[src/rtl/core/twdf_pkg.sv]
`default_nettype none
package twdf_pkg;

  localparam int unsigned DEPTH_DEFAULT     = 16;
  localparam int unsigned KEY_WIDTH_DEFAULT = 32;
  localparam int unsigned KEY_PORT_W        = 32;
  localparam int unsigned TIME_W            = 32;
  localparam int unsigned LIMIT_W           = 32;

  localparam logic [LIMIT_W-1:0] AGE_LIMIT_RESET = LIMIT_W'(25 * 1000);

  typedef enum logic [2:0] {
    ST_IDLE,
    ST_SCAN,
    ST_DRAIN,
    ST_AGE,
    ST_FINISH
  } twdf_state_t;

  typedef struct packed {
    logic accepted;
    logic removed;
    logic evicted_full;
  } twdf_result_t;

endpackage
`default_nettype wire

[src/rtl/core/twdf_if.sv]
`default_nettype none
interface twdf_in_if;
  logic                               valid;
  logic                               ready;
  logic                               action;
  logic [twdf_pkg::TIME_W-1:0]        now_ms;
  logic [twdf_pkg::KEY_PORT_W-1:0]    station_key;
  logic [twdf_pkg::KEY_PORT_W-1:0]    payload_key;

  modport source (output valid, action, now_ms, station_key, payload_key, input ready);
  modport sink   (input valid, action, now_ms, station_key, payload_key, output ready);
endinterface

interface twdf_out_if;
  logic valid;
  logic ready;
  logic accepted;
  logic removed;
  logic evicted_full;

  modport source (output valid, accepted, removed, evicted_full, input ready);
  modport sink   (input valid, accepted, removed, evicted_full, output ready);
endinterface

interface twdf_cfg_if;
  logic                             valid;
  logic                             ready;
  logic [twdf_pkg::LIMIT_W-1:0]     age_limit_ms;

  modport source (output valid, age_limit_ms, input ready);
  modport sink   (input valid, age_limit_ms, output ready);
endinterface
`default_nettype wire

[src/rtl/core/time_window_duplicate_filter_core.sv]
// Check request: SCAN reads each stored entry of the entry RAM in turn, then DRAIN, then
// FINISH; a clean request reads the oldest entry in AGE, then FINISH; on an empty table
// either goes straight to FINISH. One request at a time: the next is taken in the cycle
// after the result enters the output register, while that result waits.
// Reset: table empty, oldest and tail pointers at zero, age limit 25000 ms, output empty.
// The entry RAM is not cleared; no entry is read before it is written.
`default_nettype none
module time_window_duplicate_filter_core #(
  parameter int unsigned DEPTH     = twdf_pkg::DEPTH_DEFAULT,
  parameter int unsigned KEY_WIDTH = twdf_pkg::KEY_WIDTH_DEFAULT
) (
  input  wire logic     clk,
  input  wire logic     rst_n,
  twdf_in_if.sink       in_req,
  twdf_out_if.source    out_res,
  twdf_cfg_if.sink      cfg_wr
);

  localparam int unsigned AW = $clog2(DEPTH);
  localparam int unsigned KW = (KEY_WIDTH < twdf_pkg::KEY_PORT_W) ? KEY_WIDTH
                                                                    : twdf_pkg::KEY_PORT_W;
  localparam int unsigned WORD_W = 2 * KW + twdf_pkg::TIME_W;

  logic [twdf_pkg::LIMIT_W-1:0] age_limit_r;
  logic                         out_valid_r;
  twdf_pkg::twdf_result_t       out_data_r;

  logic                         mem_we;
  logic [AW-1:0]                mem_waddr;
  logic [WORD_W-1:0]            mem_wdata;
  logic                         mem_re;
  logic [AW-1:0]                mem_raddr;
  logic [WORD_W-1:0]            mem_rdata;
  logic                         res_valid;
  twdf_pkg::twdf_result_t       res;
  logic                         res_free;

  assign cfg_wr.ready = 1'b1;

  always_ff @(posedge clk) begin
    if (!rst_n) begin
      age_limit_r <= twdf_pkg::AGE_LIMIT_RESET;
    end else if (cfg_wr.valid && cfg_wr.ready) begin
      age_limit_r <= cfg_wr.age_limit_ms;
    end
  end

  assign res_free = !out_valid_r || out_res.ready;

  // hold the result until the sink takes it
  always_ff @(posedge clk) begin
    if (!rst_n) begin
      out_valid_r <= 1'b0;
    end else if (res_free) begin
      out_valid_r <= res_valid;
    end
  end

  always_ff @(posedge clk) begin
    if (res_free && res_valid) begin
      out_data_r <= res;
    end
  end

  assign out_res.valid        = out_valid_r;
  assign out_res.accepted     = out_data_r.accepted;
  assign out_res.removed      = out_data_r.removed;
  assign out_res.evicted_full = out_data_r.evicted_full;

  twdf_ram #(
    .WIDTH (WORD_W),
    .DEPTH (DEPTH)
  ) u_ram (
    .clk     (clk),
    .wr_en   (mem_we),
    .wr_addr (mem_waddr),
    .wr_data (mem_wdata),
    .rd_en   (mem_re),
    .rd_addr (mem_raddr),
    .rd_data (mem_rdata)
  );

  twdf_ctrl #(
    .DEPTH     (DEPTH),
    .KEY_WIDTH (KEY_WIDTH)
  ) u_ctrl (
    .clk       (clk),
    .rst_n     (rst_n),
    .in_req    (in_req),
    .age_limit (age_limit_r),
    .mem_we    (mem_we),
    .mem_waddr (mem_waddr),
    .mem_wdata (mem_wdata),
    .mem_re    (mem_re),
    .mem_raddr (mem_raddr),
    .mem_rdata (mem_rdata),
    .res_valid (res_valid),
    .res       (res),
    .res_free  (res_free)
  );

  a_busy_after_request: assert property (@(posedge clk) disable iff (!rst_n)
    (in_req.valid && in_req.ready) |=> !in_req.ready)
    else $error("request taken while previous request in progress");

  a_result_loaded: assert property (@(posedge clk) disable iff (!rst_n)
    (res_valid && res_free) |=> out_valid_r)
    else $error("finished result not loaded into output register");

  a_evict_implies_new: assert property (@(posedge clk) disable iff (!rst_n)
    (out_res.valid && out_res.evicted_full) |-> out_res.accepted)
    else $error("eviction reported without a stored entry");

  a_flags_exclusive: assert property (@(posedge clk) disable iff (!rst_n)
    out_res.valid |-> !(out_res.accepted && out_res.removed))
    else $error("result reports both stored and removed");

endmodule
`default_nettype wire

[src/rtl/core/twdf_ram.sv]
`default_nettype none
module twdf_ram #(
  parameter int unsigned WIDTH = 32,
  parameter int unsigned DEPTH = 16,
  localparam int unsigned AW   = (DEPTH > 1) ? $clog2(DEPTH) : 1
) (
  input  wire logic             clk,
  input  wire logic             wr_en,
  input  wire logic [AW-1:0]    wr_addr,
  input  wire logic [WIDTH-1:0] wr_data,
  input  wire logic             rd_en,
  input  wire logic [AW-1:0]    rd_addr,
  output logic      [WIDTH-1:0] rd_data
);

  logic [WIDTH-1:0] mem [DEPTH];
  logic [WIDTH-1:0] rd_data_r;

  always_ff @(posedge clk) begin
    if (wr_en) begin
      mem[wr_addr] <= wr_data;
    end
    if (rd_en) begin
      rd_data_r <= mem[rd_addr];
    end
  end

  assign rd_data = rd_data_r;

endmodule
`default_nettype wire

[src/rtl/core/twdf_ctrl.sv]
`default_nettype none
module twdf_ctrl #(
  parameter int unsigned DEPTH     = twdf_pkg::DEPTH_DEFAULT,
  parameter int unsigned KEY_WIDTH = twdf_pkg::KEY_WIDTH_DEFAULT,
  localparam int unsigned AW = $clog2(DEPTH),
  localparam int unsigned CW = $clog2(DEPTH + 1),
  localparam int unsigned KW = (KEY_WIDTH < twdf_pkg::KEY_PORT_W) ? KEY_WIDTH
                                                                    : twdf_pkg::KEY_PORT_W,
  localparam int unsigned WORD_W = 2 * KW + twdf_pkg::TIME_W
) (
  input  wire logic                            clk,
  input  wire logic                            rst_n,
  twdf_in_if.sink                              in_req,
  input  wire logic [twdf_pkg::LIMIT_W-1:0]    age_limit,
  output logic                                 mem_we,
  output logic      [AW-1:0]                   mem_waddr,
  output logic      [WORD_W-1:0]               mem_wdata,
  output logic                                 mem_re,
  output logic      [AW-1:0]                   mem_raddr,
  input  wire logic [WORD_W-1:0]               mem_rdata,
  output logic                                 res_valid,
  output twdf_pkg::twdf_result_t               res,
  input  wire logic                            res_free
);

  twdf_pkg::twdf_state_t state_r, state_nxt;

  logic                          act_r, act_nxt;
  logic [twdf_pkg::TIME_W-1:0]   now_r, now_nxt;
  logic [KW-1:0]                 stn_r, stn_nxt;
  logic [KW-1:0]                 pay_r, pay_nxt;
  logic [AW-1:0]                 oldest_r, oldest_nxt;
  logic [AW-1:0]                 tail_r, tail_nxt;
  logic [CW-1:0]                 count_r, count_nxt;
  logic [AW-1:0]                 addr_r, addr_nxt;
  logic [CW-1:0]                 left_r, left_nxt;
  logic                          pend_r, pend_nxt;
  logic                          seen_r, seen_nxt;
  logic                          rm_r, rm_nxt;

  logic                          accept;
  logic                          full;
  logic                          hit;
  logic [twdf_pkg::TIME_W-1:0]   age;
  logic [AW-1:0]                 oldest_inc;
  logic [AW-1:0]                 tail_inc;
  logic [AW-1:0]                 addr_inc;

  assign accept     = in_req.valid && in_req.ready;
  assign full       = (count_r == CW'(DEPTH));
  assign hit        = (mem_rdata[0 +: KW] == stn_r) && (mem_rdata[KW +: KW] == pay_r);
  assign age        = now_r - mem_rdata[2*KW +: twdf_pkg::TIME_W];
  assign oldest_inc = (oldest_r == AW'(DEPTH - 1)) ? '0 : oldest_r + 1'b1;
  assign tail_inc   = (tail_r == AW'(DEPTH - 1)) ? '0 : tail_r + 1'b1;
  assign addr_inc   = (addr_r == AW'(DEPTH - 1)) ? '0 : addr_r + 1'b1;

  assign res.accepted     = !act_r && !seen_r;
  assign res.removed      = act_r && rm_r;
  assign res.evicted_full = !act_r && !seen_r && full;

  assign mem_waddr = tail_r;
  assign mem_wdata = {now_r, pay_r, stn_r};

  always_ff @(posedge clk) begin
    if (!rst_n) begin
      state_r  <= twdf_pkg::ST_IDLE;
      oldest_r <= '0;
      tail_r   <= '0;
      count_r  <= '0;
      pend_r   <= 1'b0;
    end else begin
      state_r  <= state_nxt;
      oldest_r <= oldest_nxt;
      tail_r   <= tail_nxt;
      count_r  <= count_nxt;
      pend_r   <= pend_nxt;
    end
  end

  always_ff @(posedge clk) begin
    act_r  <= act_nxt;
    now_r  <= now_nxt;
    stn_r  <= stn_nxt;
    pay_r  <= pay_nxt;
    addr_r <= addr_nxt;
    left_r <= left_nxt;
    seen_r <= seen_nxt;
    rm_r   <= rm_nxt;
  end

  always_comb begin
    state_nxt    = state_r;
    act_nxt      = act_r;
    now_nxt      = now_r;
    stn_nxt      = stn_r;
    pay_nxt      = pay_r;
    oldest_nxt   = oldest_r;
    tail_nxt     = tail_r;
    count_nxt    = count_r;
    addr_nxt     = addr_r;
    left_nxt     = left_r;
    pend_nxt     = 1'b0;
    seen_nxt     = seen_r;
    rm_nxt       = rm_r;
    in_req.ready = 1'b0;
    mem_we       = 1'b0;
    mem_re       = 1'b0;
    mem_raddr    = addr_r;
    res_valid    = 1'b0;

    unique case (state_r)
      twdf_pkg::ST_IDLE: begin
        in_req.ready = 1'b1;
        mem_raddr    = oldest_r;
        if (accept) begin
          act_nxt  = in_req.action;
          now_nxt  = in_req.now_ms;
          stn_nxt  = in_req.station_key[KW-1:0];
          pay_nxt  = in_req.payload_key[KW-1:0];
          addr_nxt = oldest_r;
          left_nxt = count_r;
          seen_nxt = 1'b0;
          rm_nxt   = 1'b0;
          if (count_r == '0) begin
            state_nxt = twdf_pkg::ST_FINISH;
          end else if (in_req.action) begin
            mem_re    = 1'b1;
            state_nxt = twdf_pkg::ST_AGE;
          end else begin
            state_nxt = twdf_pkg::ST_SCAN;
          end
        end
      end
      twdf_pkg::ST_SCAN: begin
        mem_re   = 1'b1;
        pend_nxt = 1'b1;
        addr_nxt = addr_inc;
        left_nxt = left_r - 1'b1;
        if (pend_r && hit) begin
          seen_nxt = 1'b1;
        end
        if (left_r == CW'(1)) begin
          state_nxt = twdf_pkg::ST_DRAIN;
        end
      end
      twdf_pkg::ST_DRAIN: begin
        if (pend_r && hit) begin
          seen_nxt = 1'b1;
        end
        state_nxt = twdf_pkg::ST_FINISH;
      end
      twdf_pkg::ST_AGE: begin
        rm_nxt    = (age > age_limit);
        state_nxt = twdf_pkg::ST_FINISH;
      end
      twdf_pkg::ST_FINISH: begin
        res_valid = 1'b1;
        if (res_free) begin
          state_nxt = twdf_pkg::ST_IDLE;
          if (res.accepted) begin
            mem_we   = 1'b1;
            tail_nxt = tail_inc;
            if (full) begin
              oldest_nxt = oldest_inc;
            end else begin
              count_nxt = count_r + 1'b1;
            end
          end
          if (res.removed) begin
            oldest_nxt = oldest_inc;
            count_nxt  = count_r - 1'b1;
          end
        end
      end
      default: begin
        state_nxt = twdf_pkg::ST_IDLE;
      end
    endcase
  end

endmodule
`default_nettype wire
[src/flat_wrapper.sv]
// flat-port wrapper written by rule: the top's interface ports become plain ports
module time_window_duplicate_filter_core_flat 
#(
  parameter int unsigned DEPTH     = twdf_pkg::DEPTH_DEFAULT,
  parameter int unsigned KEY_WIDTH = twdf_pkg::KEY_WIDTH_DEFAULT
)
  (clk, rst_n, in_req_valid, in_req_action, in_req_now_ms, in_req_station_key, in_req_payload_key, in_req_ready, out_res_valid, out_res_accepted, out_res_removed, out_res_evicted_full, out_res_ready, cfg_wr_valid, cfg_wr_age_limit_ms, cfg_wr_ready);
  twdf_in_if in_req_i ();
  twdf_out_if out_res_i ();
  twdf_cfg_if cfg_wr_i ();
  input  wire logic clk;
  input  wire logic rst_n;
  input wire logic [$bits(in_req_i.valid)-1:0] in_req_valid;
  input wire logic [$bits(in_req_i.action)-1:0] in_req_action;
  input wire logic [$bits(in_req_i.now_ms)-1:0] in_req_now_ms;
  input wire logic [$bits(in_req_i.station_key)-1:0] in_req_station_key;
  input wire logic [$bits(in_req_i.payload_key)-1:0] in_req_payload_key;
  output wire logic [$bits(in_req_i.ready)-1:0] in_req_ready;
  output wire logic [$bits(out_res_i.valid)-1:0] out_res_valid;
  output wire logic [$bits(out_res_i.accepted)-1:0] out_res_accepted;
  output wire logic [$bits(out_res_i.removed)-1:0] out_res_removed;
  output wire logic [$bits(out_res_i.evicted_full)-1:0] out_res_evicted_full;
  input wire logic [$bits(out_res_i.ready)-1:0] out_res_ready;
  input wire logic [$bits(cfg_wr_i.valid)-1:0] cfg_wr_valid;
  input wire logic [$bits(cfg_wr_i.age_limit_ms)-1:0] cfg_wr_age_limit_ms;
  output wire logic [$bits(cfg_wr_i.ready)-1:0] cfg_wr_ready;
  assign in_req_i.valid = in_req_valid;
  assign in_req_i.action = in_req_action;
  assign in_req_i.now_ms = in_req_now_ms;
  assign in_req_i.station_key = in_req_station_key;
  assign in_req_i.payload_key = in_req_payload_key;
  assign in_req_ready = in_req_i.ready;
  assign out_res_valid = out_res_i.valid;
  assign out_res_accepted = out_res_i.accepted;
  assign out_res_removed = out_res_i.removed;
  assign out_res_evicted_full = out_res_i.evicted_full;
  assign out_res_i.ready = out_res_ready;
  assign cfg_wr_i.valid = cfg_wr_valid;
  assign cfg_wr_i.age_limit_ms = cfg_wr_age_limit_ms;
  assign cfg_wr_ready = cfg_wr_i.ready;
  time_window_duplicate_filter_core #(.DEPTH(DEPTH), .KEY_WIDTH(KEY_WIDTH)) u_core (.clk(clk), .rst_n(rst_n), .in_req(in_req_i), .out_res(out_res_i), .cfg_wr(cfg_wr_i));
endmodule
[config.mk]
export PLATFORM = sky130hd
export DESIGN_NAME = time_window_duplicate_filter_core_flat
export DESIGN_NICKNAME = d
export VERILOG_FILES = /design/src/rtl/core/twdf_pkg.sv /design/src/rtl/core/twdf_if.sv /design/src/rtl/core/time_window_duplicate_filter_core.sv /design/src/rtl/core/twdf_ram.sv /design/src/rtl/core/twdf_ctrl.sv /design/src/flat_wrapper.sv
export SDC_FILE = /design/constraint.sdc
export NUM_CORES = 2
export LEC_CHECK = 0
export BUFFER_PORTS_ARGS = -buffer_cell sky130_fd_sc_hd__buf_2
export CELL_PAD_IN_SITES_DETAIL_PLACEMENT = 2
export CELL_PAD_IN_SITES_GLOBAL_PLACEMENT = 2
export CORE_UTILIZATION = 45
export CTS_CLUSTER_SIZE = 12
export DETAILED_ROUTE_END_ITERATION = 12
export PLACE_DENSITY = 0.8
export SYNTH_ARGS = -nofsm -noshare
export SYNTH_HDL_FRONTEND = slang
export SYNTH_SLANG_ARGS = --single-unit
[constraint.sdc]
create_clock -name clk -period 11.4 [get_ports clk]
set_clock_uncertainty 0.1 [all_clocks]
set_input_delay 1.71 -clock clk [delete_from_list [all_inputs] [get_ports clk]]
set_output_delay 1.71 -clock clk [all_outputs]
set_load 0.03 [all_outputs]
==> key figures <==
Worst setup path
  • Critical path data arrival time: 5.80 ns
  • Crit. path cell count: 9
  • Worst path top cell family by delay: simple AND/OR/NAND/NOR gates
  • Crit path max fanout: 46
  • Setup slack, reg-to-reg: 6.28 ns
  • Worst path bufs/invs: 4
  • Reg2Reg Depth: 13
  • CP Cell Sequence: buf_2 > nand2b_1 > nand3_1 > nor3_1 > buf_4 > nand2_1 > nor2_4 > buf_4 > buf_4
  • Worst r2r src: u_core.u_ctrl.now_r[17]$_DFFE_PP_
  • CP max-delay cell: nor2_4
  • Cell mode on critical path: buf_4
  • Startpoint types: input pin
  • Req. time, crit path: 11.75 ns
  • Crit Path Class: input pin to flip-flop
  • Crit-path max cell delay: 1.02 ns
  • CP Capture Type: flip-flop
  • RR Endpoint: u_core.u_ctrl.rm_r$_SDFFCE_PN0P_

Timing
  • FMAX: 184 MHz
  • Clock period minus worst slack: 5.45 ns
  • Final hold vios: 0
  • Unrepaired setup endpoints after global routing: false
  • Final Slew Violations: 0
  • Tcrit/Tclk final: 47.8%
  • Setup-failing EPs final: 0
  • Slew @ Worst Pin: 1.33 ns
  • Total negative slack: 0 ns
  • Relative slew slack: 11.3%

Pwr
  • Int Power: 11.4 mW
  • Power Dens Cells: 195 mW/mm^2
  • P_sw: 4.09 mW
  • Sw Ratio: 26.4%
  • Clk pwr share: 38.4%
  • P_leak: 26.1 nW
  • Comb pwr share: 11.6%
  • Max VDD drop: 157 uV
  • Seq pwr share: 50.0%

Floorplanning
  • # rows: 144
  • DIE AREA: 0.158 sq mm
  • Die height: 397 um
  • Core area: 0.155 sq mm
  • Ports: 140
  • Initial Utilization: 45.5%
  • Die Width: 397 um

Detailed routing
  • DRT iter0 DRCs: 4445
  • Routed WL: 242000 um
  • Via count: 38.6k
  • DRT Pass-1 Iters: 5
  • Antenna Nets Post-Route: 0
  • Drt drc: 0
  • Vias per inst: 6.47
  • Wire per inst: 40.6 um

Clock network
  • Clk pin slew, worst setup/hold paths: 0.06 ns
  • Cts hold-fix bufs: 0
  • CTS tree: yes
  • Clk sinks: 1793
  • Post-CTS sizing: 0
  • # Post-CTS Setup Buffers: 0
  • CTS Buf Count: 186
  • H-Tree Depth: 4
  • Clock buffer depth: 3
  • Root buffer selected by CTS: clkbuf_16
  • Skew-Pair Late Insertion Delay: 0.83 ns

GRT
  • GR Layer Usage met1: 41.0%
  • M2 GR Usage: 52.1%
  • Met3 Use GR: 4.71%
  • Maximum number of pins on one net before global-route repair: 159
  • Initial antenna violation count: 9
  • GR Util All Layers: 31.0%
  • Vias in the first global route: 41.3k
  • Global-route wire length before repair: 338000 um
  • Gr ovfl total: 0
  • Gr busiest metal: met2

Worst hold path
  • Hold depth: 2
  • Hold EP: u_core.age_limit_r[8]$_SDFFE_PN1P_
  • Hold Crit Class: flip-flop to flip-flop
  • Worst hold start: u_core.age_limit_r[8]$_SDFFE_PN1P_

Finish
  • Final #Nets: 3992
  • Most frequent cells in the layout: edfxtp_1, mux4_2, nand2_1
  • Share of cells above drive strength 1: 22.1%
  • Commonest non-fill, non-tap cell in the layout: edfxtp_1
  • Area grow syn2layout: 12.8%
  • Fin area: 0.0793 sq mm

Synth
  • Mapped Area: 0.0703 sq mm
  • Synth area leader: edfxtp_1
  • Top cells by area, synth: edfxtp_1, mux4_2, dfxtp_1
  • Synth Register Bits: 1793
  • Post-synth EDFFs: 1743
  • Post-Syn Instances: 3548
  • Top cell type's share of synthesized area: 74.4%
  • Post-synth ARST share: 0%
  • Synth Flop Type: edfxtp_1
  • Synth Area per Inst: 19.8 sq um
  • Warning count from the yosys run: 0
  • Mapped Nets: 3758
  • Sequential share of the synthesized area: 75.9%
  • Synth unique cells: 63

Placement
  • Post-DP HPWL: 139000 um
  • Port Buffer Count: 138
  • Post-place instance area: 0.0737 sq mm
  • Routability cong.: 0.787

Run
  • Max-cap viol count: 0

Run status
  • Status: complete, no violations
[kinds of logic after synthesis]
| family | count (synthesis) | synth area share (%) |
|---|---|---|
| compound gates | 378 | 3.67 |
| simple gates | 522 | 3.62 |
| other cells | 1 | 0.00533 |
| flops | 1793 | 75.9 |
| buf+inv | 267 | 1.51 |
| fa+ha+maj | 76 | 1.37 |
| xor+xnor | 89 | 1.11 |
| mux | 422 | 12.8 |
[through the flow]
step	hold WS [ns]	instances	setup slack [ns]	utilization, %	power (mW)
2_1_floorplan	0.361	3548	1.38	-	8.90
3_3_place_gp	0.382	5638	5.57	47.7	9.43
3_5_place_dp	0.395	5638	5.18	47.7	9.64
4_1_cts	0.403	5962	5.97	51.3	15.6
5_1_grt	0.425	5962	5.84	51.3	15.8
6_report	0.393	5965	5.95	51.3	15.5
[cell type report]
cell class	instances	area, sq um
Fill cell	13446	75300
Inverter	90	343
Antenna cell	3	7.51
Tap cell	2044	2560
Sequential cell	1793	53300
Timing Repair Buffer	223	1370
Clock buffer	247	5010
Clock inverter	77	598
Multi-Input combinational cell	1488	16100
[worst max path at each step]
stage / endpoint / slack (ns) / from
6_report: u_core.u_ram.mem[11][34]$_DFFE_PP_ / 5.95 / out_res_ready
5_1_grt: u_core.u_ram.mem[11][34]$_DFFE_PP_ / 5.84 / out_res_ready
4_1_cts: u_core.u_ram.mem[11][26]$_DFFE_PP_ / 5.97 / out_res_ready
3_5_place_dp: u_core.u_ram.mem[11][6]$_DFFE_PP_ / 5.18 / out_res_ready
2_1_floorplan: u_core.u_ram.mem[3][0]$_DFFE_PP_ / 1.38 / out_res_ready
3_3_place_gp: u_core.u_ram.mem[11][51]$_DFFE_PP_ / 5.57 / out_res_ready
[power by group through the flow]
stage / logic, mW / registers, mW / clock network, mW
after detailed placement: 1.77 / 7.87 / 0
after global placement: 1.63 / 7.80 / 0
after CTS: 1.82 / 7.73 / 6.01
after global routing: 1.92 / 7.74 / 6.19
after floorplan: 1.15 / 7.75 / 0
final: 1.80 / 7.74 / 5.94
[tightest hold or removal path, stage by stage, from the launching register on]
cell and delay (ns):
dfxtp_1 0.29, inv_1 0.07, o211ai_1 0.08
[state kept, by name, indices dropped and copies added, names as in the netlist, 5 cells and up]
name and cells:
u_core.u_ram.rd_data 96, u_core.u_ctrl.pay_r 32, u_core.age_limit_r 32, u_core.u_ram.mem 1536
u_core.u_ctrl.stn_r 32, u_core.u_ctrl.left_r 5, u_core.u_ctrl.count_r 5, u_core.u_ctrl.now_r 32
[per-layer routing]
metal | up-vias | wire [um]
met3 | 453 | 16800
met1 | 21080 | 94700
met2 | 2169 | 122000
li1 | 14885 | -
met5 | - | 56
met4 | 8 | 8850
[cells in the mapped netlist, drive strengths merged, types with 3 or more instances]
library cell  count
a31o              5
a2111oi           3
xor2             46
mux2              3
and3              8
and4              4
a21boi            5
clkbuf          122
o211ai           10
edfxtp         1743
a31oi           105
o21a             12
buf              55
ha               74
and2            105
nand2           239
mux4            384
a21o             26
o41ai             3
or3               4
nand3            13
nor3             15
a211oi          101
nor2             49
a21oi            46
nor2b            38
nand2b            6
dfxtp            50
inv              90
o2111ai           3
nor4             14
o21ai            24
a211o             4
o31a              3
o22ai             5
nand4            18
mux2i            35
xnor2            43
(Power assumes the default switching activity.)
